### src/hdl/assert_macros.svh
// Assertion macros shared by the deframer RTL.
// Depends on a clock named clk and an active-low reset named rst_n in scope.
`ifndef ASSERT_MACROS_SVH
`define ASSERT_MACROS_SVH

// Check a condition on every clock edge outside reset.
`define WSD_ASSERT_ALWAYS(label, expr, msg) \
    label: assert property (@(posedge clk) disable iff (!rst_n) (expr)) else $error(msg);

// Check that a condition implies another in the same cycle.
`define WSD_ASSERT_IMPLIES(label, ante, cons, msg) \
    label: assert property (@(posedge clk) disable iff (!rst_n) (ante) |-> (cons)) \
        else $error(msg);

`endif

### src/hdl/wsd_pkg.sv
// Package for the websocket frame deframer: result kinds, parser constants,
// queue sizing and the word type passed from parser to result sequencer.
// No dependencies.
`timescale 1ns / 1ps
`default_nettype none

package wsd_pkg;

    localparam logic [1:0] KIND_HEADER  = 2'd0;
    localparam logic [1:0] KIND_PAYLOAD = 2'd1;
    localparam logic [1:0] KIND_ERROR   = 2'd2;

    localparam logic [6:0] LEN_CODE_16 = 7'd126;
    localparam logic [6:0] LEN_CODE_64 = 7'd127;

    localparam logic [2:0] LEN16_LAST = 3'd1;
    localparam logic [2:0] LEN64_LAST = 3'd7;
    localparam logic [2:0] KEY_LAST   = 3'd3;

    localparam int QUEUE_DEPTH = 4;
    localparam int QPTR_W      = $clog2(QUEUE_DEPTH);

    typedef struct packed {
        logic        has_main;
        logic [1:0]  kind;
        logic        fin;
        logic [3:0]  opcode;
        logic        masked;
        logic [63:0] payload_length;
        logic [7:0]  data_byte;
        logic        last_of_frame;
        logic        has_err;
    } wsd_word_t;

endpackage

`default_nettype wire

### src/hdl/websocket_frame_deframer_unit.sv
// Channel   Handshake           Word
// input     push / full         in_byte, end_of_buffer
// result    pop / empty         kind, fin, opcode, masked, payload_length,
//                               data_byte, last_of_frame
// One input byte is taken per cycle while full is low; the parser updates its
// state in that cycle. A result passes through the word queue and then the
// sequencer's output register before it reaches the ports. A byte that ends
// a truncated frame and has a result of its own yields two results and occupies
// the output stage for two pops. The word queue holds four words; full rises
// when results are taken too slowly. Reset empties the queue; no clearing pass.
//
// Top level of the websocket frame deframer: parser, word queue, result
// sequencer. Depends on wsd_pkg, wsd_front, wsd_queue, wsd_back, assert_macros.svh.
`timescale 1ns / 1ps
`default_nettype none
`include "assert_macros.svh"

module websocket_frame_deframer_unit
    import wsd_pkg::*;
(
    input  wire logic        clk,
    input  wire logic        rst_n,
    input  wire logic        push,
    output logic             full,
    input  wire logic [7:0]  in_byte,
    input  wire logic        end_of_buffer,
    input  wire logic        pop,
    output logic             empty,
    output logic [1:0]       kind,
    output logic             fin,
    output logic [3:0]       opcode,
    output logic             masked,
    output logic [63:0]      payload_length,
    output logic [7:0]       data_byte,
    output logic             last_of_frame
);

    logic      accept;
    logic      word_push;
    wsd_word_t front_word;
    wsd_word_t head_word;
    logic      q_full;
    logic      q_valid;
    logic      q_pop;

    assign full   = q_full;
    assign accept = push && !q_full;

    wsd_front u_front (
        .clk           (clk),
        .rst_n         (rst_n),
        .accept        (accept),
        .in_byte       (in_byte),
        .end_of_buffer (end_of_buffer),
        .word_push     (word_push),
        .word          (front_word)
    );

    wsd_queue u_queue (
        .clk     (clk),
        .rst_n   (rst_n),
        .wr_en   (word_push),
        .wr_word (front_word),
        .rd_en   (q_pop),
        .rd_word (head_word),
        .q_full  (q_full),
        .q_valid (q_valid)
    );

    wsd_back u_back (
        .clk            (clk),
        .rst_n          (rst_n),
        .q_valid        (q_valid),
        .q_word         (head_word),
        .q_pop          (q_pop),
        .pop            (pop),
        .empty          (empty),
        .kind           (kind),
        .fin            (fin),
        .opcode         (opcode),
        .masked         (masked),
        .payload_length (payload_length),
        .data_byte      (data_byte),
        .last_of_frame  (last_of_frame)
    );

    `WSD_ASSERT_IMPLIES(a_push_has_result, word_push, front_word.has_main || front_word.has_err, "queued word carries no result")
    `WSD_ASSERT_IMPLIES(a_no_push_when_full, word_push, !q_full, "word queued while queue full")
    `WSD_ASSERT_IMPLIES(a_error_zero, !empty && kind == KIND_ERROR, !fin && opcode == 4'd0 && !masked && payload_length == 64'd0 && data_byte == 8'd0 && !last_of_frame, "error result carries frame fields")
    `WSD_ASSERT_IMPLIES(a_empty_frame_len, !empty && kind == KIND_HEADER && last_of_frame, payload_length == 64'd0, "closing header with nonzero length")

endmodule

`default_nettype wire

### src/hdl/wsd_front.sv
// Frame parser: walks the header fields, unmasks payload bytes and builds
// one word per input byte that causes results. Depends on wsd_pkg.
`timescale 1ns / 1ps
`default_nettype none

module wsd_front
    import wsd_pkg::*;
(
    input  wire logic      clk,
    input  wire logic      rst_n,
    input  wire logic      accept,
    input  wire logic [7:0] in_byte,
    input  wire logic      end_of_buffer,
    output logic           word_push,
    output wsd_word_t      word
);

    typedef enum logic [2:0] {
        PH_HDR0,
        PH_HDR1,
        PH_LEN16,
        PH_LEN64,
        PH_KEY,
        PH_PAYLOAD,
        PH_DISCARD
    } phase_t;

    phase_t      phase_reg, phase_next;
    logic [2:0]  cnt_reg, cnt_next;
    logic        fin_reg, fin_next;
    logic [3:0]  opcode_reg, opcode_next;
    logic        masked_reg, masked_next;
    logic [63:0] len_reg, len_next;
    logic [31:0] key_reg, key_next;
    logic [1:0]  kidx_reg, kidx_next;
    logic [63:0] rem_reg, rem_next;

    logic        len_done;
    logic        emit;
    logic        last_pay;
    logic [7:0]  key_byte;

    always_comb
    begin
        phase_next  = phase_reg;
        cnt_next    = cnt_reg;
        fin_next    = fin_reg;
        opcode_next = opcode_reg;
        masked_next = masked_reg;
        len_next    = len_reg;
        key_next    = key_reg;
        kidx_next   = kidx_reg;
        rem_next    = rem_reg;
        len_done    = 1'b0;
        emit        = 1'b0;
        last_pay    = (rem_reg == 64'd1);
        key_byte    = masked_reg ? key_reg[{~kidx_reg, 3'b000} +: 8] : 8'h00;
        word        = '0;

        if (accept)
        begin
            case (phase_reg)
                PH_HDR1:
                begin
                    masked_next = in_byte[7];
                    cnt_next    = '0;
                    if (in_byte[6:0] == LEN_CODE_16)
                    begin
                        len_next   = '0;
                        phase_next = PH_LEN16;
                    end
                    else if (in_byte[6:0] == LEN_CODE_64)
                    begin
                        len_next   = '0;
                        phase_next = PH_LEN64;
                    end
                    else
                    begin
                        len_next = {57'd0, in_byte[6:0]};
                        len_done = 1'b1;
                    end
                end
                PH_LEN16:
                begin
                    len_next = {len_reg[55:0], in_byte};
                    if (cnt_reg >= LEN16_LAST)
                        len_done = 1'b1;
                    else
                        cnt_next = cnt_reg + 3'd1;
                end
                PH_LEN64:
                begin
                    len_next = {len_reg[55:0], in_byte};
                    if (cnt_reg >= LEN64_LAST)
                        len_done = 1'b1;
                    else
                        cnt_next = cnt_reg + 3'd1;
                end
                PH_KEY:
                begin
                    key_next = {key_reg[23:0], in_byte};
                    if (cnt_reg >= KEY_LAST)
                        emit = 1'b1;
                    else
                        cnt_next = cnt_reg + 3'd1;
                end
                PH_PAYLOAD:
                begin
                    kidx_next          = kidx_reg + 2'd1;
                    rem_next           = rem_reg - 64'd1;
                    word.has_main      = 1'b1;
                    word.kind          = KIND_PAYLOAD;
                    word.data_byte     = in_byte ^ key_byte;
                    word.last_of_frame = last_pay;
                    if (last_pay)
                        phase_next = PH_DISCARD;
                end
                PH_DISCARD:
                begin
                    phase_next = PH_DISCARD;
                end
                default:
                begin
                    fin_next    = in_byte[7];
                    opcode_next = in_byte[3:0];
                    masked_next = 1'b0;
                    len_next    = '0;
                    key_next    = '0;
                    kidx_next   = '0;
                    rem_next    = '0;
                    cnt_next    = '0;
                    phase_next  = PH_HDR1;
                end
            endcase

            // go to the key or straight to the header result
            if (len_done)
            begin
                if (masked_next)
                begin
                    phase_next = PH_KEY;
                    cnt_next   = '0;
                    key_next   = '0;
                end
                else
                    emit = 1'b1;
            end

            if (emit)
            begin
                word.has_main      = 1'b1;
                word.kind          = KIND_HEADER;
                word.last_of_frame = (len_next == 64'd0);
                rem_next           = len_next;
                kidx_next          = '0;
                phase_next         = (len_next == 64'd0) ? PH_DISCARD : PH_PAYLOAD;
            end

            word.fin            = fin_next;
            word.opcode         = opcode_next;
            word.masked         = masked_next;
            word.payload_length = len_next;

            // flag an unfinished frame and rearm for the next buffer
            if (end_of_buffer)
            begin
                word.has_err = (phase_next != PH_DISCARD);
                phase_next   = PH_HDR0;
                cnt_next     = '0;
            end
        end
    end

    assign word_push = accept && (word.has_main || word.has_err);

    always_ff @(posedge clk or negedge rst_n)
    begin
        if (!rst_n)
        begin
            phase_reg  <= PH_HDR0;
            cnt_reg    <= '0;
            fin_reg    <= 1'b0;
            opcode_reg <= '0;
            masked_reg <= 1'b0;
            len_reg    <= '0;
            key_reg    <= '0;
            kidx_reg   <= '0;
            rem_reg    <= '0;
        end
        else
        begin
            phase_reg  <= phase_next;
            cnt_reg    <= cnt_next;
            fin_reg    <= fin_next;
            opcode_reg <= opcode_next;
            masked_reg <= masked_next;
            len_reg    <= len_next;
            key_reg    <= key_next;
            kidx_reg   <= kidx_next;
            rem_reg    <= rem_next;
        end
    end

endmodule

`default_nettype wire

### src/hdl/wsd_queue.sv
// Short word queue between the parser and the result sequencer.
// Depends on wsd_pkg for the word type and depth.
`timescale 1ns / 1ps
`default_nettype none

module wsd_queue
    import wsd_pkg::*;
(
    input  wire logic      clk,
    input  wire logic      rst_n,
    input  wire logic      wr_en,
    input  wire wsd_word_t wr_word,
    input  wire logic      rd_en,
    output wsd_word_t      rd_word,
    output logic           q_full,
    output logic           q_valid
);

    wsd_word_t          mem [QUEUE_DEPTH];
    logic [QPTR_W-1:0]  wr_ptr_reg, rd_ptr_reg;
    logic [QPTR_W:0]    count_reg, count_next;

    assign q_full  = (count_reg == QUEUE_DEPTH[QPTR_W:0]);
    assign q_valid = (count_reg != '0);
    assign rd_word = mem[rd_ptr_reg];

    always_comb
    begin
        count_next = count_reg;
        if (wr_en && !rd_en)
            count_next = count_reg + (QPTR_W+1)'(1);
        else if (!wr_en && rd_en)
            count_next = count_reg - (QPTR_W+1)'(1);
    end

    always_ff @(posedge clk)
    begin
        if (wr_en)
            mem[wr_ptr_reg] <= wr_word;
    end

    always_ff @(posedge clk or negedge rst_n)
    begin
        if (!rst_n)
        begin
            wr_ptr_reg <= '0;
            rd_ptr_reg <= '0;
            count_reg  <= '0;
        end
        else
        begin
            if (wr_en)
                wr_ptr_reg <= wr_ptr_reg + QPTR_W'(1);
            if (rd_en)
                rd_ptr_reg <= rd_ptr_reg + QPTR_W'(1);
            count_reg <= count_next;
        end
    end

endmodule

`default_nettype wire

### src/hdl/wsd_back.sv
// Result sequencer: holds the current word and presents its main result, if any,
// then its error result when flagged. Depends on wsd_pkg.
`timescale 1ns / 1ps
`default_nettype none

module wsd_back
    import wsd_pkg::*;
(
    input  wire logic      clk,
    input  wire logic      rst_n,
    input  wire logic      q_valid,
    input  wire wsd_word_t q_word,
    output logic           q_pop,
    input  wire logic      pop,
    output logic           empty,
    output logic [1:0]     kind,
    output logic           fin,
    output logic [3:0]     opcode,
    output logic           masked,
    output logic [63:0]    payload_length,
    output logic [7:0]     data_byte,
    output logic           last_of_frame
);

    wsd_word_t cur_reg;
    logic      valid_reg;
    logic      show_err_reg;
    logic      finishing;
    logic      free_slot;

    assign finishing = valid_reg && pop && (show_err_reg || !cur_reg.has_err);
    assign free_slot = !valid_reg || finishing;
    assign q_pop     = q_valid && free_slot;
    assign empty     = !valid_reg;

    always_comb
    begin
        if (show_err_reg)
        begin
            kind           = KIND_ERROR;
            fin            = 1'b0;
            opcode         = '0;
            masked         = 1'b0;
            payload_length = '0;
            data_byte      = '0;
            last_of_frame  = 1'b0;
        end
        else
        begin
            kind           = cur_reg.kind;
            fin            = cur_reg.fin;
            opcode         = cur_reg.opcode;
            masked         = cur_reg.masked;
            payload_length = cur_reg.payload_length;
            data_byte      = cur_reg.data_byte;
            last_of_frame  = cur_reg.last_of_frame;
        end
    end

    always_ff @(posedge clk)
    begin
        if (q_pop)
            cur_reg <= q_word;
    end

    always_ff @(posedge clk or negedge rst_n)
    begin
        if (!rst_n)
        begin
            valid_reg    <= 1'b0;
            show_err_reg <= 1'b0;
        end
        else if (q_pop)
        begin
            valid_reg    <= 1'b1;
            show_err_reg <= !q_word.has_main;
        end
        else if (finishing)
        begin
            valid_reg    <= 1'b0;
            show_err_reg <= 1'b0;
        end
        else if (valid_reg && pop)
        begin
            // advance from the main result to the error result
            show_err_reg <= 1'b1;
        end
    end

endmodule

`default_nettype wire
### config.mk
export PLATFORM = sky130hd
export DESIGN_NAME = websocket_frame_deframer_unit
export DESIGN_NICKNAME = d
export VERILOG_FILES = /design/src/hdl/wsd_pkg.sv /design/src/hdl/websocket_frame_deframer_unit.sv /design/src/hdl/wsd_front.sv /design/src/hdl/wsd_queue.sv /design/src/hdl/wsd_back.sv
export VERILOG_INCLUDE_DIRS = /design/src /design/src/hdl
export SDC_FILE = /design/constraint.sdc
export NUM_CORES = 1
export LEC_CHECK = 0
export ABC_AREA = 1
export BUFFER_PORTS_ARGS = -buffer_cell sky130_fd_sc_hd__buf_2
export CORE_MARGIN = 2
export CORE_UTILIZATION = 40
export DETAILED_ROUTE_END_ITERATION = 7
export GPL_TIMING_DRIVEN = 0
export PLACE_DENSITY = 0.67
export REMOVE_ABC_BUFFERS = 1
export SLEW_MARGIN = 20
export SYNTH_ARGS = -nofsm -noshare
export SYNTH_HDL_FRONTEND = slang
export SYNTH_SLANG_ARGS = --single-unit
export TNS_END_PERCENT = 10
### constraint.sdc
create_clock -name clk -period 18.8 [get_ports clk]
set_input_delay 0.94 -clock clk [delete_from_list [all_inputs] [get_ports clk]]
set_output_delay 0.94 -clock clk [all_outputs]
set_load 0.01 [all_outputs]
# --- After elaboration in Yosys (flattened, before gate mapping) ---
# Memories as Yosys holds them, arrays and structs flattened.
# Cells that the tools add are included.
word_totals:
  regBits: 265
  ramBits: 332
  inputBits: 13
  output_inout_bits: 83
  mem_count: 1
memory_table:
  columns: ["name", "depth", "word_bits", "read_ports", "rd_ports_with_merged_regs", "wr", "line_no", "text"]
  rows:
  - ["u_queue.mem", 4, 83, 1, 0, 1, "wsd_queue.sv:19", "wsd_word_t mem [QUEUE_DEPTH];"]
classes:
  addsub: 7
  order_cmp: 3
  n_eq_ne: 12
  shifts: 1
  mux: 66
  n_bitwise: 2
  n_reduce_logical: 30
ops:
  columns: ["cell", "n"]
  rows:
  - ["64-bit two-way mux", 4]
  - ["64-bit one-hot mux with 3 select lines", 1]
  - ["64-bit one-hot mux with 2 select lines", 1]
  - ["83-bit two-way mux", 1]
  - ["64-bit by 1-bit equality test with 1-bit output (second input constant)", 1]
  - ["64-bit logical NOT", 1]
  - ["32-bit two-way mux", 2]
  - ["32-bit one-hot mux with 2 select lines", 1]
  - ["64-bit by 1-bit subtractor with 64-bit output (second input constant)", 1]
  - ["3-bit two-way mux", 18]
  - ["32-bit by 6-bit variable part select with 8-bit output", 1]
  - ["1-bit two-way mux", 24]
  - ["3-bit one-hot mux with 4 select lines", 2]
  - ["8-bit two-way mux", 2]
  - ["5-bit OR reduction", 3]
  - ["7-bit equality test (second input constant)", 2]
  - ["3-bit equality test (second input constant)", 4]
  - ["9-bit two-way mux", 1]
  - ["4-bit two-way mux", 2]
  - ["8-bit bitwise XOR", 1]
  - ["1-bit logical AND", 7]
  - ["7-bit two-way mux", 1]
  - ["2-bit by 1-bit adder with 2-bit output (second input constant)", 3]
  - ["3-bit by 1-bit adder with 3-bit output (second input constant)", 2]
  - ["other kinds (21)", 35]

# --- Longest topological paths before layout ---
# Gate-level depths: netlist of run 1.
logic_depth:
  word_depth: 18
  mapped_depth: 22
  mapped_depth_nobuf: 21

# --- Modules after synthesis ---
# From an unflattened synthesis of run 1, not the netlist that was laid out.
hier_totals:
  hier_cells: 2947
  hier_area_um2: 28274.6
modules_own_cells:
  columns: ["mod", "instances", "cells_each", "area_each_um2", "seq_area_each_um2"]
  rows:
  - ["wsd_queue", 1, 1017, 13614.3, 10144.7]
  - ["wsd_front", 1, 1658, 11364.6, 4354.2]
  - ["wsd_back", 1, 270, 3285.7, 2512.4]
  - ["websocket_frame_deframer_unit", 1, 2, 10.0, 0.0]

# --- Worst setup path before layout of run 1 ---
# OpenSTA, ideal clock, no wires.
synth_path:
  path_kind: "input to register"
  from: "input in_byte[5]"
  to: "memory u_queue.mem[0][0] in the netlist's numbering (enable)"
  arrival_time_ps: 5726
  t_required_ps: 18256
  path_slack_ps: 12530
  path_stages: 10
  cell_sequence: "inv_1 -> nor2_1 -> nand2_1 -> nand2_1 -> nand3_2 -> a21oi_4 -> nand2_1 -> nand3_2 -> nand2_4 -> a21boi_1"
synth_between:
  elab_chain_len: 16
  elab_cells_between_ends: 29
synth_lines:
  columns: ["element", "line_no", "text"]
  rows:
  - ["start: declaration", "websocket_frame_deframer_unit.sv:25", "input wire logic [7:0] in_byte,"]
  - ["7-bit equality test", "wsd_front.sv:72", "else if (in_byte[6:0] == LEN_CODE_64)"]
  - ["7-bit two-way mux or 1-bit two-way mux (tied branches)", "wsd_front.sv:72", null]
  - ["64-bit two-way mux or 1-bit two-way mux (tied branches)", "wsd_front.sv:67", "if (in_byte[6:0] == LEN_CODE_16)"]
  - ["64-bit one-hot mux with 3 select lines or 1-bit one-hot mux with 3 select lines (tied branches)", "wsd_front.sv:62", "case (phase_reg)"]
  - ["64-bit two-way mux or 1-bit two-way mux (tied branches)", "wsd_front.sv:60", "if (accept)"]
  - ["64-bit logical NOT or 1-bit two-way mux (tied branches)", "wsd_front.sv:156, wsd_front.sv:137", null]
  - ["2-bit two-way mux or 1-bit two-way mux (tied branches)", "wsd_front.sv:156, wsd_front.sv:60", null]
  - ["3-bit two-way mux", "wsd_front.sv:149", "if (emit)"]
  - ["3-bit two-way mux", "wsd_front.sv:60", null]
  - ["3-bit != test", "wsd_front.sv:167", "word.has_err = (phase_next != PH_DISCARD);"]
  - ["1-bit two-way mux", "wsd_front.sv:165", "if (end_of_buffer)"]
  - ["83-bit two-way mux *", "wsd_front.sv:60", null]
  - ["1-bit logical OR *", "wsd_front.sv:174", "assign word_push = accept && (word.has_main || word.has_err);"]
  - ["1-bit logical AND *", "wsd_front.sv:174", null]
  - ["1-bit two-way mux *", "wsd_queue.sv:38", "if (wr_en)"]
  - ["1-bit two-way mux (not written as such) *", "wsd_queue.sv:39", "mem[wr_ptr_reg] <= wr_word;"]
  - ["end: declaration", "wsd_queue.sv:19", null]
# Mark *: on every way between the ends. The rest lies on a longest branch, timed or not. The select of a mux whose other input is x is not followed.

# --- Worst setup path in the final report of run 1 ---
layout_path:
  from: "register u_front.phase_reg[0]"
  to: "memory u_queue.mem[0][52] in the netlist's numbering (enable)"
layout_between:
  elab_chain_len: 16
  elab_cells_between_ends: 39
layout_lines:
  columns: ["element", "line_no", "text"]
  rows:
  - ["start: declaration", "wsd_front.sv:28", "phase_t phase_reg, phase_next;"]
  - ["start signal: assignment", "wsd_front.sv:192", "phase_reg <= phase_next;"]
  - ["parallel branches: the longest is 11 deep, another holds 64-bit one-hot mux with 3 select lines", null, null]
  - ["83-bit two-way mux *", "wsd_front.sv:60", null]
  - ["1-bit logical OR *", "wsd_front.sv:174", null]
  - ["1-bit logical AND *", "wsd_front.sv:174", null]
  - ["1-bit two-way mux *", "wsd_queue.sv:38", null]
  - ["1-bit two-way mux (not written as such) *", "wsd_queue.sv:39", null]
# Every way passes the cells marked *. The select of a mux whose other input is x is not followed.

==> flow_summary.json, run 1 <==
{
  "status": "complete, no violations",
  "path_max_fanout": 61,
  "cts_tree": "done",
  "core_mm2": 0.06563,
  "dp.cells": 3544,
  "fin_crit_ns": 4.993,
  "tightest_slew_ns": 1.083,
  "r2r_end": "u_queue.mem[0][52]$_DFFE_PP_",
  "utilization_pct": 46.29,
  "stdcell_area_mm2": 0.03038,
  "rsz0062_at_grt": "false",
  "r2r_start": "u_front.phase_reg[0]$_DFFE_PN0P_",
  "routed_via_density": 5.227,
  "max-cap-violations": 0,
  "holdBufCountCts": 0,
  "largest_reg_flops": 328,
  "finalHoldViolations": 0,
  "synth_top_cell_area_share_pct": 46.42,
  "gr-total-overflow": 0,
  "finalMaxSlewViolations": 0,
  "clkLatencyLatePin_ns": 0.62,
  "die_area_mm2": 0.06821,
  "die_h_um": 261.2,
  "fin_cells": 3653,
  "final_common_cell": "nor2_1",
  "yosys.area.top_type": "edfxtp_1",
  "startpoint_type": "register",
  "first_pass_iters": 5,
  "clock_path_buffers": 3,
  "antenna_found_initial": 1,
  "cts_repair_resize_count": 0,
  "synth_warnings": 0,
  "worst_setup_path_end_kind": "register",
  "required_ns": 19.16,
  "syn2layout_area_growth_pct": 14.84,
  "final_nets": 2765,
  "htreeDepth": 2,
  "synth-edff-count": 409,
  "p_leak_nw": 12.50,
  "synthFlopType": "edfxtp_1",
  "grt_pass1_wl_um": 101100,
  "drc": 0,
  "path_class": "reg2reg",
  "grt_max_degree": 98,
  "root_buffer": "clkbuf_16",
  "ys_ff_latch": 592,
  "grt_usage_pct": 18.85,
  "relSlewSlack_pct": 27.61,
  "critPathArrivalTime_ns": 5.36,
  "drive_above_1_share_pct": 9.753,
  "async_flop_share_pct": 30.91,
  "post-route-period-util_pct": 26.56,
  "initial_utilization_pct": 40.31,
  "r2r_cells": 14,
  "yosys.cell_types.count": 52,
  "grt_pass1_vias": 18158,
  "place_hpwl_um": 43090,
  "dieWidth_um": 261.2,
  "routabilityCongestion": 0.9040,
  "reg2reg_slack_ns": 13.81,
  "layout_common_cells": "449 x nor2_1, 409 x edfxtp_1, 354 x inv_1, 339 x nand2_1, 311 x o21ai_0",
  "syn_area_mm2": 0.02646,
  "ys_seq_area_share_pct": 63.73,
  "dpl-instance-area_mm2": 0.02842,
  "ir_drop_mv": 0.09382,
  "powerDensity_mw_per_mm2": 159.2,
  "synthCells": 2676,
  "clk_pin_slew_worst_paths_ns": 0.06,
  "drt-initial-drc-count": 1540,
  "numCtsBuffers": 58,
  "wl_per_cell_um": 17.73,
  "synth_area_leaders": "edfxtp_1 46%, dfrtp_1 17%, nor2_1 6.4%",
  "fmax_ghz": 0.2003,
  "ant_nets": 0,
  "core.rowCount": 94,
  "skew_ns": 0.02632,
  "fin_setup_tns_ns": 0,
  "antennaDiodeCount": 0,
  "num_vias": 19095,
  "portBuffers": 95,
  "setup_viol": 0,
  "pin_count": 96,
  "min_path_type": "in2async",
  "cts_setup_buffers": 0,
  "wirelength_um": 64750,
  "clock_sinks": 592,
  "syn-mean-instance-area_um2": 9.886
}
==> cell usage after synthesis (2+ instances only) <==
| library cell | instances |
|---|---|
| xnor2_1 | 8 |
| a22oi_1 | 25 |
| o21ai_2 | 2 |
| nand3_2 | 3 |
| nor4_1 | 5 |
| dfrtp_1 | 183 |
| inv_1 | 355 |
| nand3_1 | 69 |
| edfxtp_1 | 409 |
| or2_2 | 5 |
| buf_1 | 6 |
| a22o_1 | 2 |
| o221ai_1 | 11 |
| o31ai_1 | 5 |
| nand2_1 | 339 |
| nor3_1 | 31 |
| clkinv_1 | 4 |
| buf_4 | 7 |
| buf_6 | 6 |
| a211oi_1 | 2 |
| nand4_1 | 9 |
| buf_2 | 15 |
| nor2_2 | 5 |
| o21ai_0 | 311 |
| nand2_2 | 8 |
| o22ai_1 | 121 |
| nor2_4 | 3 |
| nor2_1 | 451 |
| nand2_4 | 3 |
| a21boi_1 | 4 |
| o21bai_1 | 2 |
| inv_2 | 7 |
| o32ai_1 | 2 |
| ha_1 | 11 |
| a31oi_1 | 9 |
| a21oi_1 | 68 |
| clkbuf_1 | 91 |
| xor2_1 | 21 |
| o21ai_1 | 45 |
==> metal layers <==
metal	share of wire (%)	routed length, µm	up-vias	GRT usage [%]
met1	43	28020	9292	25.10
met2	49	31570	538	32.00
met3	5.5	3548	103	2.826
met4	2.5	1595	2	5.603
met5	0.022	14	-	0
li1	-	-	9160	-
==> layout make-up <==
cell class,instances,area [µm²]
Timing Repair Buffer,129,1346
Tap cell,864,1081
Clock buffer,79,1708
Inverter,366,1388
Sequential cell,592,16870
Clock inverter,30,255.2
Multi-Input combinational cell,1593,7731
Fill cell,6085,35250
==> stage by stage <==
stage	worst slack [ns]	hold slack, ns	power, mW
finish	13.81	0.1668	4.836
global route	13.50	0.1698	5.132
CTS	13.85	0.1564	4.867
detailed placement	13.78	0.4647	3.683
global placement	4.119	0.4579	3.607
floorplan	9.843	0.4425	3.013
==> cells by family (layout without fill, tap and decap cells) <==
kind of cell,after synthesis,after routing,synth area share [%]
AOI/OAI and AO/OA,616,616,12.98
DFF,592,592,63.73
adders and majority gates,12,12,0.5959
xor gates and xnor gates,29,29,0.9601
and+or+nand+nor,935,935,14.38
muxes,1,1,0.04256
buffers and inverters,491,604,7.307
==> worst max-delay path, cell delays in order, from the launching register on <==
cell      delay (ns)
dfrtp_1         0.48
nand2_2         0.18
nand2_4         0.40
nand2_1         0.26
inv_1           0.06
o22ai_1         0.18
inv_1           0.12
a21oi_4         0.55
inv_2           0.59
o21ai_2         0.77
a21boi_4        0.31
buf_16          0.25
buf_16          0.17
buf_16          0.16
buf_8           0.16
==> worst max path at each step <==
stage,startpoint,end,slack [ns],cells past startpoint
floorplan,push,u_queue.mem[0][0]$_DFFE_PP_,9.84,6
global placement,push,u_queue.mem[0][45]$_DFFE_PP_,4.12,7
detailed placement,in_byte[5],u_queue.mem[0][62]$_DFFE_PP_,13.78,14
CTS,u_front.phase_reg[0]$_DFFE_PN0P_,u_queue.mem[0][52]$_DFFE_PP_,13.85,14
global route,u_front.phase_reg[0]$_DFFE_PN0P_,u_queue.mem[0][52]$_DFFE_PP_,13.50,14
finish,u_front.phase_reg[0]$_DFFE_PN0P_,u_queue.mem[0][52]$_DFFE_PP_,13.81,14
==> power by group <==
part | leakage, nW | switching, mW | internal, mW
logic | 5.21 | 1.17 | 0.540
registers | 6.32 | 0.168 | 1.78
clock network | 0.962 | 0.502 | 0.680
total | 12.5 | 1.84 | 3.00
Power figures use the tool's default switching activity.
==> inputs of run 2 (changes only) <==
--- a/config.mk
+++ b/config.mk
@@ -12,7 +12,7 @@
 export CORE_UTILIZATION = 40
 export DETAILED_ROUTE_END_ITERATION = 7
 export GPL_TIMING_DRIVEN = 0
-export PLACE_DENSITY = 0.67
+export PLACE_DENSITY = 0.69
 export REMOVE_ABC_BUFFERS = 1
 export SLEW_MARGIN = 20
 export SYNTH_ARGS = -nofsm -noshare
==> constraint.sdc (replaced) <==
create_clock -name clk -period 4.3 [get_ports clk]
set_input_delay 0.215 -clock clk [delete_from_list [all_inputs] [get_ports clk]]
set_output_delay 0.215 -clock clk [all_outputs]
set_load 0.01 [all_outputs]
==> flow_summary.json, run 2 (same netlist as run 1, synthesis figures left out) <==
{
  "clock_path_buffers": 3,
  "grt_pass1_wl_um": 100900,
  "cp_slowest_cell": "dfrtp_1",
  "tightest_slew_ns": 1.034,
  "required_ns": 4.63,
  "first_pass_iters": 6,
  "layout_common_cells": "447 x nor2_1, 409 x edfxtp_1, 354 x inv_1, 339 x nand2_1, 311 x o21ai_0",
  "final_nets": 2777,
  "utilization_pct": 46.50,
  "cts_tree": "done",
  "fin_cells": 3665,
  "core.rowCount": 94,
  "status": "complete, no violations",
  "routed_via_density": 5.223,
  "grt_pass1_vias": 18143,
  "max-cap-violations": 0,
  "dpl-instance-area_mm2": 0.02844,
  "portBuffers": 95,
  "place_hpwl_um": 42590,
  "relSlewSlack_pct": 30.89,
  "drc": 0,
  "syn2layout_area_growth_pct": 15.36,
  "post-route-period-util_pct": 94.82,
  "critPathArrivalTime_ns": 4.40,
  "grt_usage_pct": 18.85,
  "dp.cells": 3544,
  "stdcell_area_mm2": 0.03052,
  "setup_viol": 0,
  "largest_reg_flops": 328,
  "numCtsBuffers": 57,
  "root_buffer": "clkbuf_16",
  "critPathMaxStageDelay_ns": 0.48,
  "finalMaxSlewViolations": 0,
  "skew_ns": 0.01775,
  "fmax_ghz": 0.2453,
  "htreeDepth": 2,
  "antenna_found_initial": 2,
  "wirelength_um": 64880,
  "drt-initial-drc-count": 1716,
  "startpoint_type": "register",
  "die_h_um": 261.2,
  "min_path_type": "in2reg",
  "worst_setup_path_end_kind": "register",
  "crit_chain": "inv_2, nor2_4, buf_12, nand2_1, o21ai_1, nor2_1, nand2_1, nor2_1, nand2_1, nor2_1, nand3_1, nand2_2, nand3_2, nand2_4, a21boi_4, buf_16, buf_16, buf_16, buf_16",
  "die_area_mm2": 0.06821,
  "num_vias": 19142,
  "fin_setup_tns_ns": 0,
  "gr-total-overflow": 0,
  "finalHoldViolations": 0,
  "final_common_cell": "nor2_1",
  "drive_above_1_share_pct": 9.714,
  "wl_per_cell_um": 17.70,
  "timing.final.ws_setup_ns": 0.2227,
  "ir_drop_mv": 0.3559,
  "core_mm2": 0.06563,
  "fin_crit_ns": 4.077,
  "pin_count": 96,
  "path_class": "reg2reg",
  "clk_pin_slew_worst_paths_ns": 0.06,
  "powerDensity_mw_per_mm2": 694.1,
  "dieWidth_um": 261.2,
  "ant_nets": 0,
  "p_total_mw": 21.18,
  "grt_max_degree": 105,
  "path_max_fanout": 27,
  "clkLatencyLatePin_ns": 0.63,
  "hold_slack_ns": 0.02435,
  "initial_utilization_pct": 40.31,
  "post-place-ws_ns": -0.4918,
  "rsz0062_at_grt": "false",
  "routabilityCongestion": 0.9341,
  "clock_sinks": 592,
  "p_leak_nw": 12.53,
  "cpMostUsedCell": "buf_16"
}
==> run 2: cell types whose count changed in the layout (fill, tap and decap cells not counted), moves of 3 or more <==
cell / before / now
dlygate4sd3_1: 0 / 11
clkbuf_16: 64 / 58
nor2_2: 4 / 7
clkbuf_1: 10 / 13
clkinv_4: 5 / 2
bufinv_16: 3 / 8
clkbuf_8: 5 / 1
buf_8: 4 / 1
==> run 2: worst paths after layout <==
check / from / endpoint / slack (ns) / cells after the start
setup / recovery: u_front.phase_reg[1]$_DFFE_PN0P_ / u_queue.mem[3][44]$_DFFE_PP_ / 0.22 / 19
hold / removal: in_byte[7] / u_front.key_reg[7]$_DFFE_PN0P_ / 0.02 / 3
setup reg to reg: u_front.phase_reg[1]$_DFFE_PN0P_ / u_queue.mem[3][44]$_DFFE_PP_ / 0.22 / 19
hold reg to reg: u_front.len_reg[58]$_DFFE_PN0P_ / u_front.len_reg[58]$_DFFE_PN0P_ / 0.48 / 2
max in group asynchronous: rst_n / u_back.show_err_reg$_DFFE_PN0P_ / 2.99 / 3
min in group asynchronous: rst_n / u_front.key_reg[11]$_DFFE_PN0P_ / 0.19 / 3
==> run 2: final cells by class <==
| cell class | count | area, µm² |
|---|---|---|
| antenna | 1 | 2.502 |
| clock buffer | 72 | 1514 |
| clock inverter | 35 | 400.4 |
| fill | 6002 | 35110 |
| inverter | 366 | 1396 |
| multi-input combinational | 1594 | 7764 |
| sequential | 592 | 16870 |
| tap | 864 | 1081 |
| timing repair buffer | 141 | 1486 |
==> run 2: repair_timing <==
item	in CTS	in global routing
resized for setup	7	3
buffers inserted	0	1
hold buffers	11	0
setup endpoints to repair	292	93
pin swaps	1	2
gates cloned	0	1
endpoints found under the hold margin	111	0
==> run 2: worst max-delay path, delay by kind of cell, from the launching register on <==
family | cells | cell delay, ns
AO/OA/AOI/OAI | 2 | 0.76
buffers and inverters | 6 | 1.17
flip-flops | 1 | 0.48
AND/OR/NAND/NOR | 11 | 1.28
==> run 2: metal layers <==
| metal | GRT usage, % | vias to the layer above | part of all wire [%] |
|---|---|---|---|
| met2 | 31.98 | 617 | 49 |
| met1 | 25.08 | 9203 | 42 |
| met4 | 6.045 | 2 | 2.9 |
| li1 | - | 9197 | - |
| met3 | 2.623 | 123 | 5.9 |
| met5 | 0 | - | 0.017 |
==> run 2: report_power, final <==
group	internal (mW)	switching (mW)
clock network	2.98	2.16
registers	7.77	0.738
logic	2.40	5.14
total	13.1	8.04
